`src/rtl/assert_macros.svh`:
```
// assertion macros of the csma/ca backoff sender rtl
// no dependencies; include by bare file name inside a module body
`ifndef ASSERT_MACROS_SVH
`define ASSERT_MACROS_SVH

// implication checked on every rising edge outside reset
`define CSMAB_ASSERT(label, prop, msg) \
    label: assert property (@(posedge i_clk) disable iff (!i_rst_n) (prop)) \
        else $error(msg);

// mutual exclusion of a group of bits on every rising edge outside reset
`define CSMAB_ASSERT_ONEHOT0(label, bits, msg) \
    label: assert property (@(posedge i_clk) disable iff (!i_rst_n) $onehot0(bits)) \
        else $error(msg);

`endif

```
`src/rtl/csmab_pkg.sv`:
```
// types, codes and constants of the csma/ca backoff sender
// no dependencies; imported by every module of the block
`default_nettype none

package csmab_pkg;

    localparam int BACKOFF_WIDTH   = 24;
    localparam int BACKOFF_LEFT_W  = 24;
    localparam int ADDR_W          = 5;
    localparam int DATA_W          = 32;
    localparam int RND_W           = 15;
    localparam int DRAW_W          = 23;
    localparam int WIDE_W          = 33;

    localparam logic [WIDE_W-1:0] BACKOFF_MAX =
        (WIDE_W'(1) << BACKOFF_WIDTH) - WIDE_W'(1);

    typedef logic [BACKOFF_WIDTH-1:0] t_backoff;

    typedef enum logic [2:0] {
        PH_IDLE    = 3'd0,
        PH_DIFS    = 3'd1,
        PH_BACKOFF = 3'd2,
        PH_BUSY    = 3'd3,
        PH_WAITACK = 3'd4,
        PH_JUDGE   = 3'd5
    } t_phase;

    typedef enum logic [1:0] {
        CH_FREE     = 2'd0,
        CH_BUSY     = 2'd1,
        CH_CONFLICT = 2'd2
    } t_channel;

    typedef enum logic [2:0] {
        REQ_TICK     = 3'd0,
        REQ_START    = 3'd1,
        REQ_BUSY     = 3'd2,
        REQ_CONFLICT = 3'd3,
        REQ_ACK      = 3'd4
    } t_req;

    typedef enum logic [2:0] {
        REG_DIFS      = 3'd0,
        REG_SIFS      = 3'd1,
        REG_SLICE     = 3'd2,
        REG_BUSY_HOLD = 3'd3,
        REG_MAX_RETRY = 3'd4
    } t_reg_idx;

    localparam logic [15:0] DIFS_RST      = 16'd50;
    localparam logic [7:0]  SIFS_RST      = 8'd10;
    localparam logic [15:0] SLICE_RST     = 16'd100;
    localparam logic [15:0] BUSY_HOLD_RST = 16'd8000;
    localparam logic [3:0]  MAX_RETRY_RST = 4'd6;

    typedef struct packed {
        logic [2:0]  req_type;
        logic [14:0] random_value;
    } t_in_item;

    typedef struct packed {
        logic [2:0]  sender_phase;
        logic [1:0]  channel_code;
        logic        transmit;
        logic        send_ok;
        logic        send_failed;
        logic [23:0] backoff_left;
        logic [3:0]  retry_count;
    } t_out_item;

    typedef struct packed {
        logic [15:0] difs_ms;
        logic [7:0]  sifs_ms;
        logic [15:0] slice_ms;
        logic [15:0] busy_hold_ms;
        logic [3:0]  max_retries;
    } t_cfg;

    // low (retries + 2) bits of the random draw
    function automatic logic [RND_W-1:0] f_draw_mask(input logic [3:0] retries);
        logic [17:0] m;
        m = (18'd1 << ({1'b0, retries} + 5'd2)) - 18'd1;
        return m[RND_W-1:0];
    endfunction

endpackage

`default_nettype wire

```
`src/rtl/csmab_cfg.sv`:
```
// apb-style configuration registers of the csma/ca backoff sender
// depends on csmab_pkg
`default_nettype none

module csmab_cfg (
    input  wire logic                        i_clk,
    input  wire logic                        i_rst_n,
    input  wire logic                        psel,
    input  wire logic                        penable,
    input  wire logic                        pwrite,
    input  wire logic [csmab_pkg::ADDR_W-1:0] paddr,
    input  wire logic [csmab_pkg::DATA_W-1:0] pwdata,
    output logic      [csmab_pkg::DATA_W-1:0] prdata,
    output logic                             pready,
    output csmab_pkg::t_cfg                  o_cfg
);
    import csmab_pkg::*;

    t_cfg     r_cfg;
    t_reg_idx w_idx;
    logic     w_wr;

    assign pready = 1'b1;
    assign w_idx  = t_reg_idx'(paddr[ADDR_W-1:2]);
    assign w_wr   = psel && penable && pwrite && pready;
    assign o_cfg  = r_cfg;

    always_ff @(posedge i_clk) begin
        if (!i_rst_n) begin
            r_cfg.difs_ms      <= DIFS_RST;
            r_cfg.sifs_ms      <= SIFS_RST;
            r_cfg.slice_ms     <= SLICE_RST;
            r_cfg.busy_hold_ms <= BUSY_HOLD_RST;
            r_cfg.max_retries  <= MAX_RETRY_RST;
        end else if (w_wr) begin
            unique case (w_idx)
                REG_DIFS:      r_cfg.difs_ms      <= pwdata[15:0];
                REG_SIFS:      r_cfg.sifs_ms      <= pwdata[7:0];
                REG_SLICE:     r_cfg.slice_ms     <= pwdata[15:0];
                REG_BUSY_HOLD: r_cfg.busy_hold_ms <= pwdata[15:0];
                REG_MAX_RETRY: r_cfg.max_retries  <= pwdata[3:0];
                default: ;
            endcase
        end
    end

    always_comb begin
        unique case (w_idx)
            REG_DIFS:      prdata = DATA_W'(r_cfg.difs_ms);
            REG_SIFS:      prdata = DATA_W'(r_cfg.sifs_ms);
            REG_SLICE:     prdata = DATA_W'(r_cfg.slice_ms);
            REG_BUSY_HOLD: prdata = DATA_W'(r_cfg.busy_hold_ms);
            REG_MAX_RETRY: prdata = DATA_W'(r_cfg.max_retries);
            default:       prdata = '0;
        endcase
    end

endmodule

`default_nettype wire

```
`src/rtl/csmab_core.sv`:
```
// sender state registers and the single-pass update for one transaction
// depends on csmab_pkg and assert_macros.svh
`default_nettype none

module csmab_core (
    input  wire logic              i_clk,
    input  wire logic              i_rst_n,
    input  wire logic              i_fire,
    input  wire csmab_pkg::t_in_item i_item,
    input  wire csmab_pkg::t_cfg   i_cfg,
    output csmab_pkg::t_out_item   o_result
);
    import csmab_pkg::*;
    `include "assert_macros.svh"

    t_phase      r_phase,   n_phase;
    t_channel    r_ch,      n_ch;
    logic [15:0] r_age,     n_age;
    logic [15:0] r_wait,    n_wait;
    t_backoff    r_bo,      n_bo;
    logic [3:0]  r_retries, n_retries;

    logic              w_tx, w_ok, w_fail;
    t_channel          w_tick_ch;
    logic [15:0]       w_tick_age;
    logic [15:0]       w_slice;
    logic [3:0]        w_retry_inc;
    logic              w_retry_fail;
    logic [DRAW_W-1:0] w_draw;
    logic [WIDE_W-1:0] w_draw_wide;
    t_backoff          w_draw_sat;
    t_backoff          w_bo_dec;

    // channel aging on a tick
    always_comb begin
        w_tick_ch  = r_ch;
        w_tick_age = r_age;
        if (r_ch != CH_FREE) begin
            if (r_age != 16'hFFFF) begin
                w_tick_age = r_age + 16'd1;
            end
            if (r_ch == CH_BUSY && w_tick_age >= i_cfg.busy_hold_ms) begin
                w_tick_ch = CH_FREE;
            end
        end
    end

    assign w_slice      = (i_cfg.slice_ms == 16'd0) ? 16'd1 : i_cfg.slice_ms;
    assign w_retry_inc  = (r_retries != 4'hF) ? r_retries + 4'd1 : r_retries;
    assign w_retry_fail = w_retry_inc > i_cfg.max_retries;
    assign w_draw       = DRAW_W'(i_item.random_value & f_draw_mask(w_retry_inc))
                        * DRAW_W'(i_cfg.sifs_ms);
    assign w_draw_wide  = WIDE_W'(w_draw);
    assign w_draw_sat   = BACKOFF_WIDTH'((w_draw_wide > BACKOFF_MAX) ? BACKOFF_MAX
                                                                     : w_draw_wide);
    assign w_bo_dec     = (r_bo > BACKOFF_WIDTH'(w_slice)) ? r_bo - BACKOFF_WIDTH'(w_slice)
                                                           : '0;

    always_comb begin
        n_phase   = r_phase;
        n_ch      = r_ch;
        n_age     = r_age;
        n_wait    = r_wait;
        n_bo      = r_bo;
        n_retries = r_retries;
        w_tx      = 1'b0;
        w_ok      = 1'b0;
        w_fail    = 1'b0;
        case (t_req'(i_item.req_type))
            REQ_TICK: begin
                n_ch  = w_tick_ch;
                n_age = w_tick_age;
                unique case (r_phase) inside
                    PH_JUDGE, PH_BUSY: begin
                        if (w_tick_ch == CH_BUSY) begin
                            n_phase = PH_BUSY;
                        end else begin
                            if (w_tick_ch == CH_CONFLICT) begin
                                n_ch  = CH_FREE;
                                n_age = '0;
                            end
                            n_phase = PH_DIFS;
                            n_wait  = i_cfg.difs_ms;
                        end
                    end
                    PH_DIFS: begin
                        if (r_wait > 16'd1) begin
                            n_wait = r_wait - 16'd1;
                        end else if (r_bo == '0) begin
                            w_tx    = 1'b1;
                            n_phase = PH_WAITACK;
                            n_wait  = '0;
                        end else begin
                            n_phase = PH_BACKOFF;
                            n_wait  = w_slice;
                        end
                    end
                    PH_BACKOFF: begin
                        if (r_wait > 16'd1) begin
                            n_wait = r_wait - 16'd1;
                        end else if (w_tick_ch == CH_FREE) begin
                            n_bo = w_bo_dec;
                            if (w_bo_dec == '0) begin
                                w_tx    = 1'b1;
                                n_phase = PH_WAITACK;
                                n_wait  = '0;
                            end else begin
                                n_phase = PH_BACKOFF;
                                n_wait  = w_slice;
                            end
                        end else if (w_tick_ch == CH_BUSY) begin
                            n_phase = PH_BUSY;
                            n_wait  = '0;
                        end else begin
                            // conflict seen at slice end: clear it and restart difs
                            n_ch    = CH_FREE;
                            n_age   = '0;
                            n_phase = PH_DIFS;
                            n_wait  = i_cfg.difs_ms;
                        end
                    end
                    PH_WAITACK: begin
                        // stale conflict counts like a fresh one
                        if (w_tick_ch == CH_CONFLICT) begin
                            n_retries = w_retry_inc;
                            if (w_retry_fail) begin
                                w_fail  = 1'b1;
                                n_phase = PH_IDLE;
                            end else begin
                                n_bo    = w_draw_sat;
                                n_phase = PH_JUDGE;
                            end
                        end
                    end
                    default: ;
                endcase
            end
            REQ_START: begin
                if (r_phase == PH_IDLE) begin
                    n_retries = '0;
                    n_bo      = '0;
                    n_wait    = '0;
                    n_phase   = PH_JUDGE;
                end
            end
            REQ_BUSY: begin
                n_ch  = CH_BUSY;
                n_age = '0;
            end
            REQ_CONFLICT: begin
                n_ch  = CH_CONFLICT;
                n_age = '0;
                if (r_phase == PH_WAITACK) begin
                    n_retries = w_retry_inc;
                    if (w_retry_fail) begin
                        w_fail  = 1'b1;
                        n_phase = PH_IDLE;
                    end else begin
                        n_bo    = w_draw_sat;
                        n_phase = PH_JUDGE;
                    end
                end
            end
            REQ_ACK: begin
                if (r_phase == PH_WAITACK) begin
                    w_ok    = 1'b1;
                    n_phase = PH_IDLE;
                end
            end
            default: ;
        endcase
    end

    always_ff @(posedge i_clk) begin
        if (!i_rst_n) begin
            r_phase   <= PH_IDLE;
            r_ch      <= CH_FREE;
            r_age     <= '0;
            r_wait    <= '0;
            r_bo      <= '0;
            r_retries <= '0;
        end else if (i_fire) begin
            r_phase   <= n_phase;
            r_ch      <= n_ch;
            r_age     <= n_age;
            r_wait    <= n_wait;
            r_bo      <= n_bo;
            r_retries <= n_retries;
        end
    end

    always_comb begin
        o_result.sender_phase = n_phase;
        o_result.channel_code = n_ch;
        o_result.transmit     = w_tx;
        o_result.send_ok      = w_ok;
        o_result.send_failed  = w_fail;
        o_result.backoff_left = BACKOFF_LEFT_W'(n_bo);
        o_result.retry_count  = n_retries;
    end

    `CSMAB_ASSERT(a_tx_enters_waitack,
        i_fire && w_tx |-> n_phase == PH_WAITACK && n_bo == '0,
        "transmit without entering wait ack with spent backoff")
    `CSMAB_ASSERT(a_fail_over_limit,
        i_fire && w_fail |=> r_phase == PH_IDLE && r_retries > i_cfg.max_retries,
        "send failure without exceeding the retry limit")
    `CSMAB_ASSERT_ONEHOT0(a_pulses_exclusive, {w_tx, w_ok, w_fail},
        "more than one event pulse in one transaction")

endmodule

`default_nettype wire

```
`src/rtl/csma_ca_backoff_sender.sv`:
```
// csma/ca sender controller: input register, single-pass state update, result register
// a transaction goes from the input register through the core into the result register
// throughput: one transaction per cycle while the result register is not stalled
// reset: synchronous active-low i_rst_n; idle phase, free channel, counters zero,
//        registers back to difs 50, sifs 10, slice 100, busy hold 8000, retries 6
// depends on csmab_pkg, csmab_cfg and csmab_core
`default_nettype none

module csma_ca_backoff_sender (
    input  wire logic                          i_clk,
    input  wire logic                          i_rst_n,
    // input transaction channel
    input  wire logic                          i_in_valid,
    output logic                               o_in_ready,
    input  wire csmab_pkg::t_in_item           i_in_data,
    // result transaction channel
    output logic                               o_out_valid,
    input  wire logic                          i_out_ready,
    output csmab_pkg::t_out_item               o_out_data,
    // configuration port
    input  wire logic                          psel,
    input  wire logic                          penable,
    input  wire logic                          pwrite,
    input  wire logic [csmab_pkg::ADDR_W-1:0]  paddr,
    input  wire logic [csmab_pkg::DATA_W-1:0]  pwdata,
    output logic      [csmab_pkg::DATA_W-1:0]  prdata,
    output logic                               pready
);
    import csmab_pkg::*;

    // input register holds one transaction until the core consumes it
    logic      r_in_vld;
    t_in_item  r_in_item;
    // result register parts the core from the downstream consumer
    logic      r_out_vld;
    t_out_item r_out_item;

    logic      w_fire;
    t_cfg      w_cfg;
    t_out_item w_result;

    // with a transaction waiting, the core updates state when the result register
    // can take the result, either empty or being drained in this very cycle
    assign w_fire     = r_in_vld && (!r_out_vld || i_out_ready);
    // new transaction may enter whenever the input register empties this cycle
    assign o_in_ready = !r_in_vld || w_fire;

    assign o_out_valid = r_out_vld;
    assign o_out_data  = r_out_item;

    csmab_cfg u_cfg (
        .i_clk   (i_clk),
        .i_rst_n (i_rst_n),
        .psel    (psel),
        .penable (penable),
        .pwrite  (pwrite),
        .paddr   (paddr),
        .pwdata  (pwdata),
        .prdata  (prdata),
        .pready  (pready),
        .o_cfg   (w_cfg)
    );

    csmab_core u_core (
        .i_clk    (i_clk),
        .i_rst_n  (i_rst_n),
        .i_fire   (w_fire),
        .i_item   (r_in_item),
        .i_cfg    (w_cfg),
        .o_result (w_result)
    );

    // valid flags of both stages
    always_ff @(posedge i_clk) begin
        if (!i_rst_n) begin
            r_in_vld  <= 1'b0;
            r_out_vld <= 1'b0;
        end else begin
            if (i_in_valid && o_in_ready) begin
                r_in_vld <= 1'b1;
            end else if (w_fire) begin
                r_in_vld <= 1'b0;
            end
            if (w_fire) begin
                r_out_vld <= 1'b1;
            end else if (i_out_ready) begin
                r_out_vld <= 1'b0;
            end
        end
    end

    // payload registers, no reset needed
    always_ff @(posedge i_clk) begin
        if (i_in_valid && o_in_ready) begin
            r_in_item <= i_in_data;
        end
        if (w_fire) begin
            r_out_item <= w_result;
        end
    end

endmodule

`default_nettype wire
```
`config.mk`:
```
export PLATFORM = sky130hd
export DESIGN_NAME = csma_ca_backoff_sender
export DESIGN_NICKNAME = d
export VERILOG_FILES = /design/src/rtl/csmab_pkg.sv /design/src/rtl/csmab_cfg.sv /design/src/rtl/csmab_core.sv /design/src/rtl/csma_ca_backoff_sender.sv
export VERILOG_INCLUDE_DIRS = /design/src /design/src/rtl
export SDC_FILE = /design/constraint.sdc
export NUM_CORES = 1
export LEC_CHECK = 0
export BUFFER_PORTS_ARGS = -buffer_cell sky130_fd_sc_hd__buf_4
export CAP_MARGIN = 5
export CORE_ASPECT_RATIO = 0.7
export CORE_UTILIZATION = 32
export CTS_BUF_LIST = sky130_fd_sc_hd__clkbuf_2
export CTS_CLUSTER_DIAMETER = 60
export DETAILED_ROUTE_END_ITERATION = 8
export GPL_ROUTABILITY_DRIVEN = 0
export PLACE_DENSITY_LB_ADDON = 0.08
export SYNTH_ARGS = -nofsm -noshare
export SYNTH_HDL_FRONTEND = slang
export SYNTH_SLANG_ARGS = --single-unit
```
`constraint.sdc`:
```
create_clock -name i_clk -period 11.4 [get_ports i_clk]
set_clock_uncertainty 0.05 [all_clocks]
set_input_delay 2.28 -clock i_clk [delete_from_list [all_inputs] [get_ports i_clk]]
set_output_delay 2.28 -clock i_clk [all_outputs]
set_load 0.02 [all_outputs]
```
* Word level (Yosys, flattened, before mapping)
Cells that the tools add are included.
Storage, ports and cells: output and inout bits 71, word-level logic and storage cells 163, register bits 181
Cells by class: bitwise operators 1, equality and inequality tests 21, $add $sub $neg 6, muxes and demuxes 76, shift-type cells 1, magnitude comparators 5, reductions and logical operators 30, multipliers 1
Operator list (number):
- 16-bit two-way mux | 17
- 24-bit two-way mux | 8
- 16-bit one-hot mux with 2 select lines | 3
- 16-bit one-hot mux with 5 select lines | 1
- 24-bit one-hot mux with 3 select lines | 1
- 24-bit logical NOT | 2
- 16-bit one-hot mux with 3 select lines | 1
- 24-bit one-hot mux with 2 select lines | 1
- 3-bit two-way mux | 10
- 23-bit by 24-bit > comparator with 1-bit output (second input constant) | 1
- 24-bit by 16-bit > comparator with 1-bit output | 1
- 3-bit one-hot mux with 4 select lines | 2
- 24-bit by 16-bit subtractor with 24-bit output | 1
- 23-bit by 8-bit multiplier with 23-bit output | 1
- 4-bit two-way mux | 5
- 3-bit by 2-bit equality test with 1-bit output (second input constant) | 6
- 16-bit by 1-bit adder with 16-bit output (second input constant) | 1
- 16-bit greater-or-equal comparator | 1
- 16-bit by 1-bit > comparator with 1-bit output (second input constant) | 1
- 16-bit logical NOT | 1
- 2-bit two-way mux | 8
- 16-bit inequality test (second input constant) | 1
- 16-bit by 1-bit subtractor with 16-bit output (second input constant) | 1
- 15-bit AND | 1
- other kinds (27) | 65

* Logic depth before layout (Yosys ltp)
word-level depth 13, mapped depth 35, gate-level depth less buffers 34

* Modules after synthesis
From an unflattened synthesis, not the netlist that was laid out.
Unflattened totals: cell total of the unflattened synthesis 1896, area, all modules 15959.1 µm²
Modules (own cells, without submodules):
- csmab_core | instances 1, area each 11268.3 µm², cells each 1519, sequential area each 1301.2 µm²
- csmab_cfg | instances 1, area each 2965.3 µm², cells each 314, sequential area each 1201.2 µm²
- csma_ca_backoff_sender | instances 1, area each 1725.4 µm², cells each 63, sequential area each 1661.6 µm²

* Worst setup path after synthesis
OpenSTA, ideal clock, no wires.
path type register to register, from register u_core.r_retries[0], to register r_out_item, in the netlist o_out_data[24], data pin, arrival 7.984 ns, cell stages (with the launch flop) 35, path slack 3.110 ns, library setup time 0.256 ns, cell sequence dfxtp_1 ha_1 nand3_1 mux2i_1 clkbuf_1 inv_1 ha_1 xor2_1 or3_1 clkbuf_1 ha_1 inv_1 a211oi_1 o31ai_1 nor3_1 a21oi_1 nor3_1 and2_1 fa_1 fa_1 fa_1 inv_1 fa_1 inv_1 ha_1 and3_1 a221o_1 nand2_1 nand2_1 nor3_1 o31ai_1 a21oi_1 xnor2_1 a21oi_1 inv_1
Between the ends: word-level cells in the longest chain between the ends 13, elaborated cells on any way between the ends 16, those cells by class add/sub: 3; mul: 1; order compare: 2; eq/ne: 1; shift: 1; mux: 7; bitwise: 1
Ends and longest elaborated chain:
- start, declared | line csmab_core.sv:21 | logic [3:0] r_retries, n_retries;
- start signal, assigned | line csmab_core.sv:188 | r_retries <= n_retries;
- 4-bit by 1-bit adder with 4-bit output / 4-bit inequality test (equally long branches) | line csmab_core.sv:49 | assign w_retry_inc = (r_retries != 4'hF) ? r_retries + 4'd1 : r_retries;
- 4-bit two-way mux * | line csmab_core.sv:49
- 4-bit by 2-bit adder with 5-bit output | line csmab_pkg.sv:83 | m = (18'd1 << ({1'b0, retries} + 5'd2)) - 18'd1;
- 1-bit by 5-bit << shifter with 15-bit output | line csmab_pkg.sv:83
- 15-bit by 1-bit subtractor with 15-bit output | line csmab_pkg.sv:83
- 15-bit AND | line csmab_core.sv:51 | assign w_draw = DRAW_W'(i_item.random_value & f_draw_mask(w_retry_inc))
- 23-bit by 8-bit multiplier with 23-bit output | line csmab_core.sv:52 | * DRAW_W'(i_cfg.sifs_ms);
- 23-bit by 24-bit > comparator with 1-bit output | line csmab_core.sv:54 | assign w_draw_sat = BACKOFF_WIDTH'((w_draw_wide > BACKOFF_MAX) ? BACKOFF_MAX
- 24-bit two-way mux | line csmab_core.sv:54
- 24-bit two-way mux * | line csmab_core.sv:126, csmab_core.sv:155
- 24-bit two-way mux | line csmab_core.sv:124 | if (w_tick_ch == CH_CONFLICT) begin
- 24-bit one-hot mux with 2 select lines | line csmab_core.sv:73 | unique case (r_phase) inside
- 24-bit one-hot mux with 3 select lines * | line csmab_core.sv:69 | case (t_req'(i_item.req_type))
- via u_core.n_bo[20] | line csmab_core.sv:20 | t_backoff r_bo, n_bo;
- end signal, assigned | line csma_ca_backoff_sender.sv:98 | r_out_item <= w_result;
- end, declared | line csma_ca_backoff_sender.sv:36 | t_out_item r_out_item;
Mark *: on every way through the listed nets, which the timed path passes. The rest lies on a longest branch. A chain may end at the register's enable or synchronous reset.

* Final worst setup path
Same ends and word-level chain as after synthesis.

==> results.md <==
* Initial antenna violation count at 2
* Int Pwr at 894 uW
* Slowest cell on crit path: mux2i_1
* Hold Crit Depth at 2
* Max cap viols at 0
* Post-Place Setup Slack at 1740 ps
* Worst vdd ir at 0.0000669 V
* Netlist Area Pre-Place at between 15000 and 20000 sq um
* Worst min path class: reg2reg
* Area Growth Syn to Fin at 9.66%
* DR vias/cell at around 5.4
* Fin crit share at 85.7%
* Fillers at a little over 5000
* FF-to-FF path depth at 31
* TritonCTS clock tree: built
* Crit-path max FO at 12
* CP dominant cell by count: inv_1
* Clk_lat worst skew at around 940 ps
* PD cells at roughly 82 nW/um^2
* Post-synth EDFFs at 54
* Core footprint at a little under 50000 sq um
* Worst hold slack at between 400 and 500 ps
* R2R Path Start: u_core.r_retries[0]$_SDFFE_PN0P_
* Fin area at between 15000 and 20000 sq um
* Routed WL at roughly 55000 microns
* Primary FF master, synth: dfxtp_1
* FF-to-FF End: o_out_data[24]$_DFFE_PP_
* Number of synthesis warnings at 0
* Worst reg2reg setup slack at about 1600 ps
* H-tree levels at 4
* DR iter-0 viols at between 1000 and 1500
* Switching power at 521 uW
* Residual DRC count at 0
* DR top layer: met4
* I/O pin count at 133
* Sw Ratio at 36.8%
* Seq/Total Area, Yosys at roughly a quarter
* Root buf cell: clkbuf_2
* Slew headroom at a little over a quarter
* Async S/R FF share, synth at 0%
* Routed Antenna Nets at 0
* Setup TNS at 0 ps
* Synth unique cells at 83
* Minimum clock period at about 10000 ps
* Setup repair bufs after CTS at 0
* Wire length on met2 at 21800 microns
* Initial Util at between 30 and 40%
* Worst-margin pin slew at about 1100 ps
* Ratio of cells with drive above 1 in the final layout at 9.08%
* Sinks on the clock net at between 150 and 200
* Worst Hold Endpoint: u_cfg.o_cfg[33]$_SDFFE_PN0P_
* Largest stage delay, worst path at around 860 ps
* Post_cts resized at 0
* Final worst slack at about 1600 ps
* Vias at approximately 15000
* Die ar. at between 50000 and 60000 sq um
* Die height at 188 microns
* Global route overflow at 0
* Peak Freq at 102 MHz
* Row count at 67
* # hold bufs at CTS at 0
* Final-report hold violation count at 0
* Post-route core utilization at between 30% and 40%
* Drt pass-1 iters at 8
* Vias in the first global route at 13330
* DP HPWL at ~43000 microns
* DRT met1 WL at around 29000 microns
* RSZ-0062 raised after global routing: no
* Largest net degree at the start of global routing at 86
* Kind of critical path: reg2reg
* Leak at 7.46 nW
* Clk buf depth at 2
* Clock-pin slew on the worst setup and hold paths at about 330 ps
* First-pass GRT wire length at 82800 microns
* Num CTS Buffers at 17
* Crit end category: register
* PortBufs at 97
* Syn Inst Count at roughly 2000
* DP Area at 17000 sq um
* Finish-stage setup viols at 0
* Slew Limit Fails at 0
* Gate power share at a little under a quarter
* DIE WIDTH at roughly 270 microns
* #FFs+latches synth at 181
* Clock group share of total power at between 20% and 30%
* Status: complete, no violations
* Worst EP required at approximately 12000 ps
* Critical path arrival at 10410 ps
* Sequential power share at around 50%
* Min-Delay Startpoint: u_cfg.o_cfg[33]$_SDFFE_PN0P_
* WL/cell at a little over 20 microns
* Detail Route met3 WL at 3640 microns
* Tot GR Track Use at a little over a fifth
* Synthesized area per cell at ~8.0 sq um
* Startpoint Class: register
* Post-layout net count at 2238
==> power by group through the flow <==
stage          clock network (mW)  logic [mW]  registers [mW]
2_1_floorplan                   0       0.219           0.714
3_3_place_gp                    0       0.330           0.718
3_5_place_dp                    0       0.330           0.719
4_1_cts                     0.389       0.332           0.707
5_1_grt                     0.414       0.366           0.710
6_report                    0.373       0.335           0.707
==> worst max-delay path, delay by kind of cell (launching register included) <==
kind                       cells  cell delay, ps
adders and majority gates      8            3190
and+or+nand+nor                8            1900
AOI/OAI and AO/OA              6            1370
xor gates and xnor gates       3            1240
muxes                          1             860
DFF                            1             550
buffers and inverters          5             390
==> sequential cells by signal, indices dropped and copies added (netlist names), 2 cells and up <==
name and flops:
u_core.r_retries 4, u_core.r_age 16, r_in_item 18, o_out_data 36
u_core.r_phase 3, u_core.r_ch 2, u_cfg.o_cfg 60, u_core.r_wait 16
u_core.r_bo 24
==> cell families after synthesis <==
logic type | count (synthesis) | synth area share (%)
muxes | 20 | 1.62
other | 2 | 0.0476
AOI/OAI and AO/OA | 513 | 21.5
adders and majority gates | 162 | 16.6
DFF | 181 | 26.4
xor gates and xnor gates | 55 | 3.06
and+or+nand+nor | 771 | 23.8
buffers and inverters | 269 | 6.94
==> cells in the mapped netlist (all sizes together), types with 33 or more instances <==
library cell / n / share of area (%)
clkbuf: 72 / 1.7
fa: 79 / 10
buf: 33 / 1.3
ha: 83 / 6.6
nand3: 58 / 1.8
nor2b: 45 / 1.8
dfxtp: 127 / 16
and2: 38 / 1.5
a21boi: 51 / 2.4
inv: 164 / 3.9
a21oi: 107 / 3.4
nand2: 261 / 6.2
edfxtp: 54 / 10
o21ai: 117 / 3.7
and3: 85 / 3.4
nor3: 41 / 1.3
a22oi: 42 / 2.0
nor2: 150 / 3.6
==> area by class of cell <==
class                           count  area [sq um]  share of cell area (%)
Multi-Input combinational cell   1538         10600                    61.3
Sequential cell                   181          4160                    24.1
Timing Repair Buffer              112           841                    4.86
Tap cell                          655           820                    4.74
Inverter                          164           616                    3.56
Clock inverter                     14           159                   0.919
Clock buffer                       18          90.1                   0.521
Antenna cell                        2          5.00                  0.0289
==> placed cells by master, fill, tap and decap left out, types with 6 or more instances in the layout <==
master     netlist  final
dfxtp_1        127    127
o21ai_0        114    114
and3_1          85     85
inv_1          164    163
edfxtp_1        54     54
a21oi_1        106    106
conb_1           2     17
o2111ai_1        6      6
nor3b_1          7      7
nor2b_1         45     45
buf_4           17    112
a221o_1         11     11
a21o_1          24     24
ha_1            83     83
nand2b_1        13     13
or4_1            9      9
o211ai_1        25     25
mux2i_1         12     12
or3_1           12     12
o31ai_1          9      8
a31oi_1         20     20
xor2_1          24     24
nor3_1          40     40
or2_2            6      6
a21boi_0        51     51
o21a_1          13     13
a22oi_1         42     42
o22ai_1         14     14
a211oi_1        11     11
nor4_1          13     12
nand2_1        261    261
fa_1            79     79
nand4_1         15     15
nor2_1         149    149
and2_1          37     37
xnor2_1         31     31
nand3_1         58     58
clkbuf_2         1     18
==> stage by stage <==
stage	power, mW	std cells
after floorplan	0.932	1988
after global placement	1.05	2650
after detailed placement	1.05	2650
after CTS	1.43	2682
after global routing	1.49	2684
final	1.41	2684
==> worst max-delay path by stage <==
stage / slack (ps) / cells after the start / to / startpoint
floorplan: 3110 / 34 / o_out_data[24]$_DFFE_PP_ / u_core.r_retries[0]$_SDFFE_PN0P_
global placement: 1840 / 31 / o_out_data[24]$_DFFE_PP_ / u_core.r_retries[0]$_SDFFE_PN0P_
detailed placement: 1740 / 31 / o_out_data[24]$_DFFE_PP_ / u_core.r_retries[0]$_SDFFE_PN0P_
CTS: 1690 / 31 / o_out_data[24]$_DFFE_PP_ / u_core.r_retries[0]$_SDFFE_PN0P_
global route: 840 / 31 / o_out_data[24]$_DFFE_PP_ / u_core.r_retries[0]$_SDFFE_PN0P_
finish: 1630 / 31 / o_out_data[24]$_DFFE_PP_ / u_core.r_retries[0]$_SDFFE_PN0P_
==> per-layer routing <==
metal	GRT usage, %	vias up
met2	29.6	487
li1	-	7013
met4	2.85	0
met5	0	-
met3	4.61	18
met1	34.8	6984
No activity file was read; power rests on OpenSTA's default activity.
